--- config.mk ---
export PLATFORM = sky130hd
export DESIGN_NAME = vcf_genotype_bit_extractor_unit
export DESIGN_NICKNAME = d
export VERILOG_FILES = /design/src/rtl/core/vgbe_pkg.sv /design/src/rtl/core/vcf_genotype_bit_extractor_unit.sv /design/src/rtl/core/vgbe_field_parser.sv
export SDC_FILE = /design/constraint.sdc
export NUM_CORES = 1
export LEC_CHECK = 0
export ABC_AREA = 1
export BUFFER_PORTS_ARGS = -buffer_cell sky130_fd_sc_hd__buf_4
export CORE_AREA = 2 2 119 167
export DETAILED_ROUTE_END_ITERATION = 10
export DIE_AREA = 0 0 121 169
export GPL_TIMING_DRIVEN = 0
export PLACE_DENSITY = 0.58
export SETUP_SLACK_MARGIN = 0.02
export SLEW_MARGIN = 10
export SYNTH_ARGS = -nofsm -noshare
export SYNTH_HDL_FRONTEND = slang
export SYNTH_SLANG_ARGS = --single-unit
--- constraint.sdc ---
create_clock -name aclk -period 6.6 [get_ports aclk]
set_input_delay 0.99 -clock aclk [delete_from_list [all_inputs] [get_ports aclk]]
set_output_delay 0.99 -clock aclk [all_outputs]
set_load 0.05 [all_outputs]
--- src/rtl/core/vgbe_pkg.sv ---
package vgbe_pkg;

    // Column count limit of the default build; the column counter saturates there.
    localparam int unsigned MAX_COLUMNS_DEFAULT = 65545;

    localparam int unsigned FIRST_GENOTYPE_COLUMN = 9;
    localparam int unsigned REF_COLUMN = 3;
    localparam int unsigned ALT_COLUMN = 4;

    localparam logic [7:0] CH_TAB = 8'h09;
    localparam logic [7:0] CH_NEWLINE = 8'h0A;
    localparam logic [7:0] CH_HASH = 8'h23;
    localparam logic [7:0] CH_ZERO = 8'h30;

    localparam int unsigned CFG_INDEX_W = 2;
    localparam logic [CFG_INDEX_W-1:0] REG_WINDOW_START = 2'd0;
    localparam logic [CFG_INDEX_W-1:0] REG_WINDOW_SIZE = 2'd1;
    localparam logic [CFG_INDEX_W-1:0] REG_INDIVIDUAL_TOTAL = 2'd2;

    localparam logic [15:0] WINDOW_START_RESET = 16'd0;
    localparam logic [15:0] WINDOW_SIZE_RESET = 16'd10;
    localparam logic [15:0] INDIVIDUAL_TOTAL_RESET = 16'd65535;

    // Field position saturates here: three characters seen.
    localparam logic [1:0] FIELD_POS_FULL = 2'd3;
    localparam logic [1:0] FIELD_POS_ONE = 2'd1;
    localparam logic [1:0] FIELD_POS_TWO = 2'd2;

    typedef struct packed {
        logic [15:0] window_start;
        logic [15:0] window_size;
        logic [15:0] individual_total;
    } cfg_t;

    typedef struct packed {
        logic [15:0] individual_offset;
        logic first_haplotype;
        logic second_haplotype;
        logic malformed;
        logic line_end;
    } result_t;

endpackage

--- src/rtl/core/vcf_genotype_bit_extractor_unit.sv ---
// VCF genotype bit extractor.
// The slave stream takes VCF text, one byte per transaction in s_tdata. Header
// lines starting with '#' and empty lines are skipped; data lines whose REF or
// ALT column is not exactly one character are dropped. For every genotype
// column whose individual falls in the configured window, one master
// transaction carries the individual's offset in the window and two haplotype
// bits. m_tuser flags a genotype field shorter than three characters (bits then
// zero); m_tlast marks a field closed by a newline.
// The configuration channel writes window_start (0), window_size (1) and
// individual_total (2); indexes beyond that are ignored. It is always ready.
// Throughput is one byte per cycle unless a result waits with m_tready low. A
// byte is held in the input register and then decoded into the result register,
// from which its result is offered on the master stream. The longest path per byte
// is the window test: two 17-bit subtractions and the compares behind them.
// Reset returns the registers to 0, 10 and 65535 and puts the parser at the
// start of a line. When a result waits with m_tready low, the result register
// holds, at most one more byte is taken into the input register, and then
// s_tready drops.
module vcf_genotype_bit_extractor_unit #(
    parameter int unsigned MAX_COLUMNS = vgbe_pkg::MAX_COLUMNS_DEFAULT
) (
    input  logic        aclk,
    input  logic        aresetn,

    input  logic        s_tvalid,
    output logic        s_tready,
    input  logic [7:0]  s_tdata,     // [7:0] text_byte

    output logic        m_tvalid,
    input  logic        m_tready,
    output logic [23:0] m_tdata,     // [15:0] individual_offset, [16] first_haplotype,
                                     // [17] second_haplotype, [23:18] zero
    output logic        m_tuser,     // [0] malformed
    output logic        m_tlast,     // line_end

    input  logic                             cfg_valid,
    output logic                             cfg_ready,
    input  logic [vgbe_pkg::CFG_INDEX_W-1:0] cfg_index,
    input  logic [15:0]                      cfg_data
);

    vgbe_pkg::cfg_t    cfg_reg;
    logic              in_valid_reg;
    logic [7:0]        in_byte_reg;
    logic              out_valid_reg;
    vgbe_pkg::result_t out_reg;
    logic              proc_fire;
    logic              res_valid;
    vgbe_pkg::result_t res;

    assign cfg_ready = 1'b1;
    assign proc_fire = in_valid_reg && (!out_valid_reg || m_tready);
    assign s_tready = !in_valid_reg || proc_fire;

    always_ff @(posedge aclk) begin
        if (!aresetn) begin
            cfg_reg.window_start <= vgbe_pkg::WINDOW_START_RESET;
            cfg_reg.window_size <= vgbe_pkg::WINDOW_SIZE_RESET;
            cfg_reg.individual_total <= vgbe_pkg::INDIVIDUAL_TOTAL_RESET;
        end else if (cfg_valid) begin
            unique case (cfg_index)
                vgbe_pkg::REG_WINDOW_START:     cfg_reg.window_start <= cfg_data;
                vgbe_pkg::REG_WINDOW_SIZE:      cfg_reg.window_size <= cfg_data;
                vgbe_pkg::REG_INDIVIDUAL_TOTAL: cfg_reg.individual_total <= cfg_data;
                default: begin
                end
            endcase
        end
    end

    always_ff @(posedge aclk) begin
        if (!aresetn) begin
            in_valid_reg <= 1'b0;
        end else if (s_tvalid && s_tready) begin
            in_valid_reg <= 1'b1;
        end else if (proc_fire) begin
            in_valid_reg <= 1'b0;
        end
    end

    always_ff @(posedge aclk) begin
        if (s_tvalid && s_tready) begin
            in_byte_reg <= s_tdata;
        end
    end

    vgbe_field_parser #(
        .MAX_COLUMNS(MAX_COLUMNS)
    ) u_parser (
        .aclk      (aclk),
        .aresetn   (aresetn),
        .byte_valid(proc_fire),
        .text_byte (in_byte_reg),
        .cfg       (cfg_reg),
        .res_valid (res_valid),
        .res       (res)
    );

    always_ff @(posedge aclk) begin
        if (!aresetn) begin
            out_valid_reg <= 1'b0;
        end else if (proc_fire) begin
            out_valid_reg <= res_valid;
        end else if (m_tready) begin
            out_valid_reg <= 1'b0;
        end
    end

    always_ff @(posedge aclk) begin
        if (proc_fire && res_valid) begin
            out_reg <= res;
        end
    end

    assign m_tvalid = out_valid_reg;
    assign m_tdata = {6'd0, out_reg.second_haplotype, out_reg.first_haplotype,
                      out_reg.individual_offset};
    assign m_tuser = out_reg.malformed;
    assign m_tlast = out_reg.line_end;

`ifndef SYNTHESIS
    a_byte_held_until_decoded: assert property (@(posedge aclk) disable iff (!aresetn)
        (in_valid_reg && !proc_fire) |=> (in_valid_reg && $stable(in_byte_reg)))
        else $error("buffered text byte lost before decode");

    a_no_decode_into_stalled_result: assert property (@(posedge aclk) disable iff (!aresetn)
        (out_valid_reg && !m_tready) |-> !proc_fire)
        else $error("decode overwrote a pending result");

    a_result_from_decode: assert property (@(posedge aclk) disable iff (!aresetn)
        $rose(out_valid_reg) |-> $past(proc_fire && res_valid))
        else $error("result appeared without a decoded byte");
`endif

endmodule

--- src/rtl/core/vgbe_field_parser.sv ---
module vgbe_field_parser #(
    parameter int unsigned MAX_COLUMNS = vgbe_pkg::MAX_COLUMNS_DEFAULT
) (
    input  logic            aclk,
    input  logic            aresetn,
    input  logic            byte_valid,
    input  logic [7:0]      text_byte,
    input  vgbe_pkg::cfg_t  cfg,
    output logic            res_valid,
    output vgbe_pkg::result_t res
);

    localparam int unsigned CW = $clog2(MAX_COLUMNS + 1);
    localparam int unsigned IW = (CW > 16) ? CW : 16;

    typedef logic [CW-1:0] col_t;
    typedef logic [IW-1:0] idx_t;

    logic       at_line_start_reg, at_line_start_next;
    logic       skip_line_reg, skip_line_next;
    col_t       column_reg, column_next;
    logic [1:0] field_pos_reg, field_pos_next;
    logic       first_bit_reg, first_bit_next;
    logic       second_bit_reg, second_bit_next;

    logic       is_nl;
    logic       is_sep;
    logic       is_hash;
    logic       eff_skip;
    col_t       eff_col;
    logic [1:0] eff_pos;
    logic       eff_first;
    logic       eff_second;
    logic       refalt_bad;
    logic       genotype_col;
    idx_t       idx;
    idx_t       offset;
    logic       in_window;

    assign is_nl = (text_byte == vgbe_pkg::CH_NEWLINE);
    assign is_sep = is_nl || (text_byte == vgbe_pkg::CH_TAB);
    assign is_hash = (text_byte == vgbe_pkg::CH_HASH);

    // The first byte of a line sees a freshly cleared line state.
    assign eff_skip = at_line_start_reg ? 1'b0 : skip_line_reg;
    assign eff_col = at_line_start_reg ? '0 : column_reg;
    assign eff_pos = at_line_start_reg ? 2'd0 : field_pos_reg;
    assign eff_first = at_line_start_reg ? 1'b0 : first_bit_reg;
    assign eff_second = at_line_start_reg ? 1'b0 : second_bit_reg;

    assign refalt_bad = ((eff_col == CW'(vgbe_pkg::REF_COLUMN)) ||
                         (eff_col == CW'(vgbe_pkg::ALT_COLUMN))) &&
                        (eff_pos != vgbe_pkg::FIELD_POS_ONE);
    assign genotype_col = (eff_col >= CW'(vgbe_pkg::FIRST_GENOTYPE_COLUMN));
    assign idx = idx_t'(eff_col) - idx_t'(vgbe_pkg::FIRST_GENOTYPE_COLUMN);
    assign offset = idx - idx_t'(cfg.window_start);
    assign in_window = (idx >= idx_t'(cfg.window_start)) &&
                       (idx < idx_t'(cfg.individual_total)) &&
                       (offset < idx_t'(cfg.window_size));

    always_comb begin
        res.individual_offset = offset[15:0];
        res.malformed = (eff_pos != vgbe_pkg::FIELD_POS_FULL);
        res.first_haplotype = (eff_pos == vgbe_pkg::FIELD_POS_FULL) && eff_first;
        res.second_haplotype = (eff_pos == vgbe_pkg::FIELD_POS_FULL) && eff_second;
        res.line_end = is_nl;
    end

    always_comb begin
        at_line_start_next = at_line_start_reg;
        skip_line_next = skip_line_reg;
        column_next = column_reg;
        field_pos_next = field_pos_reg;
        first_bit_next = first_bit_reg;
        second_bit_next = second_bit_reg;
        res_valid = 1'b0;
        if (byte_valid && !(at_line_start_reg && is_nl)) begin
            at_line_start_next = 1'b0;
            skip_line_next = eff_skip;
            column_next = eff_col;
            field_pos_next = eff_pos;
            first_bit_next = eff_first;
            second_bit_next = eff_second;
            if (at_line_start_reg && is_hash) begin
                skip_line_next = 1'b1;
            end else if (eff_skip) begin
                if (is_nl) begin
                    at_line_start_next = 1'b1;
                    skip_line_next = 1'b0;
                end
            end else if (!is_sep) begin
                if (eff_pos == 2'd0) begin
                    first_bit_next = (text_byte != vgbe_pkg::CH_ZERO);
                end else if (eff_pos == vgbe_pkg::FIELD_POS_TWO) begin
                    second_bit_next = (text_byte != vgbe_pkg::CH_ZERO);
                end
                if (eff_pos != vgbe_pkg::FIELD_POS_FULL) begin
                    field_pos_next = eff_pos + 2'd1;
                end
            end else begin
                if (refalt_bad) begin
                    skip_line_next = 1'b1;
                end else if (genotype_col && in_window) begin
                    res_valid = 1'b1;
                end
                field_pos_next = 2'd0;
                first_bit_next = 1'b0;
                second_bit_next = 1'b0;
                if (is_nl) begin
                    at_line_start_next = 1'b1;
                    skip_line_next = 1'b0;
                    column_next = '0;
                end else if (eff_col < CW'(MAX_COLUMNS)) begin
                    column_next = eff_col + col_t'(1);
                end
            end
        end
    end

    always_ff @(posedge aclk) begin
        if (!aresetn) begin
            at_line_start_reg <= 1'b1;
            skip_line_reg <= 1'b0;
            column_reg <= '0;
            field_pos_reg <= 2'd0;
            first_bit_reg <= 1'b0;
            second_bit_reg <= 1'b0;
        end else begin
            at_line_start_reg <= at_line_start_next;
            skip_line_reg <= skip_line_next;
            column_reg <= column_next;
            field_pos_reg <= field_pos_next;
            first_bit_reg <= first_bit_next;
            second_bit_reg <= second_bit_next;
        end
    end

`ifndef SYNTHESIS
    a_result_only_in_data_line: assert property (@(posedge aclk) disable iff (!aresetn)
        res_valid |-> (!at_line_start_reg && !skip_line_reg && genotype_col))
        else $error("genotype result raised outside a live data line");

    a_newline_restarts_line: assert property (@(posedge aclk) disable iff (!aresetn)
        (byte_valid && is_nl) |=> (at_line_start_reg && !skip_line_reg))
        else $error("newline did not return to line start");

    a_malformed_clears_bits: assert property (@(posedge aclk) disable iff (!aresetn)
        (res_valid && res.malformed) |-> (!res.first_haplotype && !res.second_haplotype))
        else $error("malformed genotype carries haplotype bits");

    a_column_saturates: assert property (@(posedge aclk) disable iff (!aresetn)
        column_reg <= CW'(MAX_COLUMNS))
        else $error("column counter beyond its limit");
`endif

endmodule

After elaboration in Yosys (flattened, before gate mapping) --
Cells that the tools add are included.
Storage, ports and cells: output and inout bits 29, word-level logic and storage cells 107, register bits after elaboration 101, bits of input ports 31
Operators by class: equality and inequality tests 12, $add $sub $neg 4, reductions and logical operators 26, $lt $le $gt $ge 5, muxes and demuxes 43
Operators by type and width (count):
- two-way mux 17 bit | 6
- < comparator 17 x 16 -> 1 bit | 2
- two-way mux 1 bit | 32
- adder 17 x 1 -> 17 bit (second input constant) | 1
- equality test 17 x 2 -> 1 bit (second input constant) | 1
- equality test 17 x 3 -> 1 bit (second input constant) | 1
- greater-or-equal comparator 17 x 16 -> 1 bit | 1
- greater-or-equal comparator 17 x 4 -> 1 bit (second input constant) | 1
- < comparator 17 bit (second input constant) | 1
- subtractor 17 x 16 -> 17 bit | 1
- subtractor 17 x 4 -> 17 bit (second input constant) | 1
- equality test 8 x 4 -> 1 bit (second input constant) | 2
- logical AND 1 bit | 12
- two-way mux 2 bit | 5
- equality test 8 x 6 -> 1 bit (second input constant) | 1
- inequality test 8 x 6 -> 1 bit (second input constant) | 1
- equality test 2 bit (second input constant) | 3
- AND reduction 2 bit | 3
- logical NOT 2 bit | 2
- logical OR 1 bit | 4
- nonzero test 2 bit | 2
- logical NOT 1 bit | 3
- adder 2 x 1 -> 2 bit (second input constant) | 1
- equality test 2 x 1 -> 1 bit (second input constant) | 1
- other kinds (2) | 2

Logic depth before layout (Yosys ltp) --
word-level depth 13, gate-level depth with buffers 28, mapped depth without buffers 28

Hierarchy --
Synthesis repeated with hierarchy kept, for this count alone.
Unflattened totals: cells, all modules 948, area, all modules 6750.2 µm²
By module, submodules not included:
- vgbe_field_parser | seq. area each 460.4 µm², instances 1, area an instance 3693.5 µm², cells an instance 613
- vcf_genotype_bit_extractor_unit | seq. area each 1841.8 µm², instances 1, area an instance 3056.7 µm², cells an instance 335

Worst setup path before layout --
Ideal clock, no wire load.
path type register -> register, start register u_parser.at_line_start_reg, end register out_reg (netlist bit m_tdata[0]), enable pin, stages on the path, launching flop included 28, clock period less this slack 4.200 ns, data required time 6.225 ns, slack 2.400 ns, data arrival time 3.825 ns, cells stage by stage dfxtp_1 > buf_6 > nor2_4 > inv_1 > ha_1 > a21oi_1 > nor2_1 > inv_1 > o21ai_0 > nand2_1 > ha_1 > nand2_1 > nor2_1 > nand2_1 > nand3_1 > nand3_1 > nand2_1 > xor2_1 > ha_1 > a21oi_1 > nor2_1 > a211oi_1 > nand2_1 > nand2_1 > nand2_1 > nand2_1 > nand4_1 > inv_1
RTL lines:
- start: declaration | line vgbe_field_parser.sv:19 | logic at_line_start_reg, at_line_start_next;
- start signal: assignment | line vgbe_field_parser.sv:129 | at_line_start_reg <= at_line_start_next;
- end signal: assignment | line vcf_genotype_bit_extractor_unit.sv:111 | out_reg <= res;
- end: declaration | line vcf_genotype_bit_extractor_unit.sv:46 | vgbe_pkg::result_t out_reg;

==> results.cfg <==
[job]
maxCapViolCount = 0

[grt]
grt_util_all_layers_pct = 18.0
grt_max_degree = 21
grt_antenna_before_repair = 0
grt_pass1_wl_um = 28400
gr-total-overflow = 0
grt_pass1_vias = 5775

[power_and_ir_drop]
total_leakage_power_nw = 3.28
power_per_cell_area_nw_per_um2 = 182
ir_drop_mv = 0.0917

[placement]
numPortBuffers = 52
hpwl_um = 14600
routabilityCongestion = 0.952
placed_area_sq_um = 7200

[timing]
clock.fmax_ghz = 0.173
slew_headroom_pct = 31.5
hold_slack_ps = 461
min_period_ps = 5790
worst_pin_slew_ps = 1030
fin_skew_ps = 7.74
setup_tns_ps = 0
slew_viol_final = 0
setup_viol = 0
rsz0062_at_grt = no
post-route-period-util_pct = 87.8
hold_viol_final = 0

[detailed_routing]
drtAntennaViolNets = 0
post-route-drc-count = 0
vias = 5918
wirelength_um = 18100
drt-initial-drc-count = 282
viasPerCell = 4.89
drtPass1Iterations = 5
wl_per_cell_um = 15.0

[critical_path]
critPathKind = flip-flop to flip-flop
r2r_slack_ps = 810
cpMaxStageDelayCell = inv_1
crit_top_cell = nand2_1
critPathCaptureType = flip-flop
critPathMaxStageDelay_ps = 800
arrival_ps = 5770
reg2reg_from = u_parser.at_line_start_reg
r2r_cells = 25
worst-path-max-fanout = 20
cp-start-kind = flip-flop
reg2reg_to = m_tdata[6]
worstPathRequired_ps = 6580

[clocking]
holdBufCountCts = 0
cts_resized = 0
cts_buffers = 9
cts_tree = done
htreeDepth = 3
cts_root_buf = clkbuf_16
clockBufferDepth = 2
cts.clk_slew.worst_paths_ps = 70
clkLatencyLatePin_ps = 360
post_cts_buffers = 0
cts_num_sinks = 101

[synth]
yosys_register_bits = 101
avgSynthCellArea_sq_um = 7.30
synth.distinct_cells = 41
syn-instance-count = 888
ys_seq_area_share_pct = 35.5
yosysWarnings = 0
syn_area_sq_um = 6480

[layout]
area_delta_synth_final_pct = 15.4
drive_gt1_share_pct = 12.1
largest_reg_flops = 48
design_area_sq_um = 7480
final_core_util_pct = 39.4
diodes = 0
nets = 1037

[floorplan]
core.rowCount = 60
initial_core_util_pct = 34.1
fp.dieH_um = 169
dieArea_sq_um = 20400
core_area_sq_um = 19000
pin_count = 60
fp.dieW_um = 121

[hold_path]
whs_endpoint = cfg_reg[20]
holdPathStages = 2
hp-start = cfg_reg[20]
hold_class = flip-flop to flip-flop

[run_status]
status = completed
## placed cells by master (no fill, tap or decap), drive strengths merged, types with 2 or more instances in the layout
cell / instances
a21o: 2
o21ai: 64
nand3: 64
xnor2: 5
ha: 49
inv: 136
buf: 62
clkbuf: 29
a21oi: 86
clkinv: 3
o211ai: 19
xor2: 19
nor2: 81
nand2: 190
conb: 7
dfxtp: 73
nand4: 16
nor4: 3
nor3: 13
edfxtp: 28
a211oi: 3
## metrics by stage
stage                     cells  setup slack [ps]  power, W
after detailed placement   1193               771  0.000863
final                      1209               806   0.00136
after floorplan             893              2400  0.000803
after global placement     1193               756  0.000860
after CTS                  1209               739   0.00138
after global routing       1209               385   0.00142
## worst max-delay path by stage
stage | start | to | slack (ps) | depth (start not counted)
floorplan | u_parser.at_line_start_reg | m_tdata[0] | 2400 | 27
global placement | u_parser.at_line_start_reg | m_tdata[0] | 760 | 25
detailed placement | u_parser.at_line_start_reg | m_tdata[0] | 770 | 25
CTS | u_parser.at_line_start_reg | m_tdata[6] | 740 | 25
global route | u_parser.at_line_start_reg | m_tdata[6] | 390 | 25
finish | u_parser.at_line_start_reg | m_tdata[6] | 810 | 25
## report_power, final
part / total, W / leakage, nW / internal [W] / switching (W)
sequential: 0.000664 / 0.841 / 0.000657 / 0.00000689
clock: 0.000514 / 0.133 / 0.000260 / 0.000254
combinational: 0.000184 / 2.31 / 0.0000669 / 0.000117
total: 0.00136 / 3.28 / 0.000983 / 0.000378
## worst max-delay path, delay by kind of cell, from the launching register on
family                     cells  cell delay (ps)
AOI/OAI and AO/OA              3              530
adders and majority gates      3              810
buffers and inverters          4             1310
DFF                            1              530
xor gates and xnor gates       1              180
and+or+nand+nor               14             2040
## cells by family after synthesis
kind of cell,after synthesis,synth area share (%)
other,2,0.116
flip-flops,101,35.5
adder cells (fa/ha/maj),50,9.77
AO/OA/AOI/OAI,180,15.2
XOR/XNOR,24,3.24
AND/OR/NAND/NOR,368,26.0
buffers and inverters,163,10.2
## layout make-up
type | instances | area, sq um
fillers | 2043 | 11500
multi-input cells | 629 | 3530
flip-flops and latches | 101 | 2300
inverters | 134 | 505
repair buffers | 52 | 390
well taps | 248 | 310
clock buffers | 10 | 229
plain buffers | 29 | 158
clock inverters | 6 | 47.5
## synthesized netlist by cell type, drive strengths merged
master   instances  area share [%]
a211oi           3            0.35
a21boi           1            0.12
a21o             2            0.23
a21oi           86             6.7
a31oi            1           0.097
buf             10             1.3
clkbuf          19             1.1
conb             2            0.12
dfxtp           73              23
edfxtp          28              13
fa               1            0.31
ha              49             9.5
inv            134             7.8
nand2          190              12
nand3           64             5.1
nand3b           1            0.12
nand4           16             1.5
nor2            81             5.8
nor3            13             1.1
nor4             3            0.52
o2111ai          1            0.14
o211ai          19             2.2
o21a             1            0.12
o21ai           64             4.9
o21ba            1            0.15
o21bai           1            0.12
xnor2            5            0.68
xor2            19             2.6
## metal layers
| layer | up-vias | part of all wire [%] | global-route usage (%) |
|---|---|---|---|
| met5 | - | 0 | 0 |
| met4 | 0 | 4.1 | 9.05 |
| met3 | 38 | 2.5 | 1.79 |
| met2 | 111 | 53 | 34.4 |
| met1 | 2713 | 40 | 19.1 |
| li1 | 3056 | - | - |
Power figures use the tool's default switching activity.
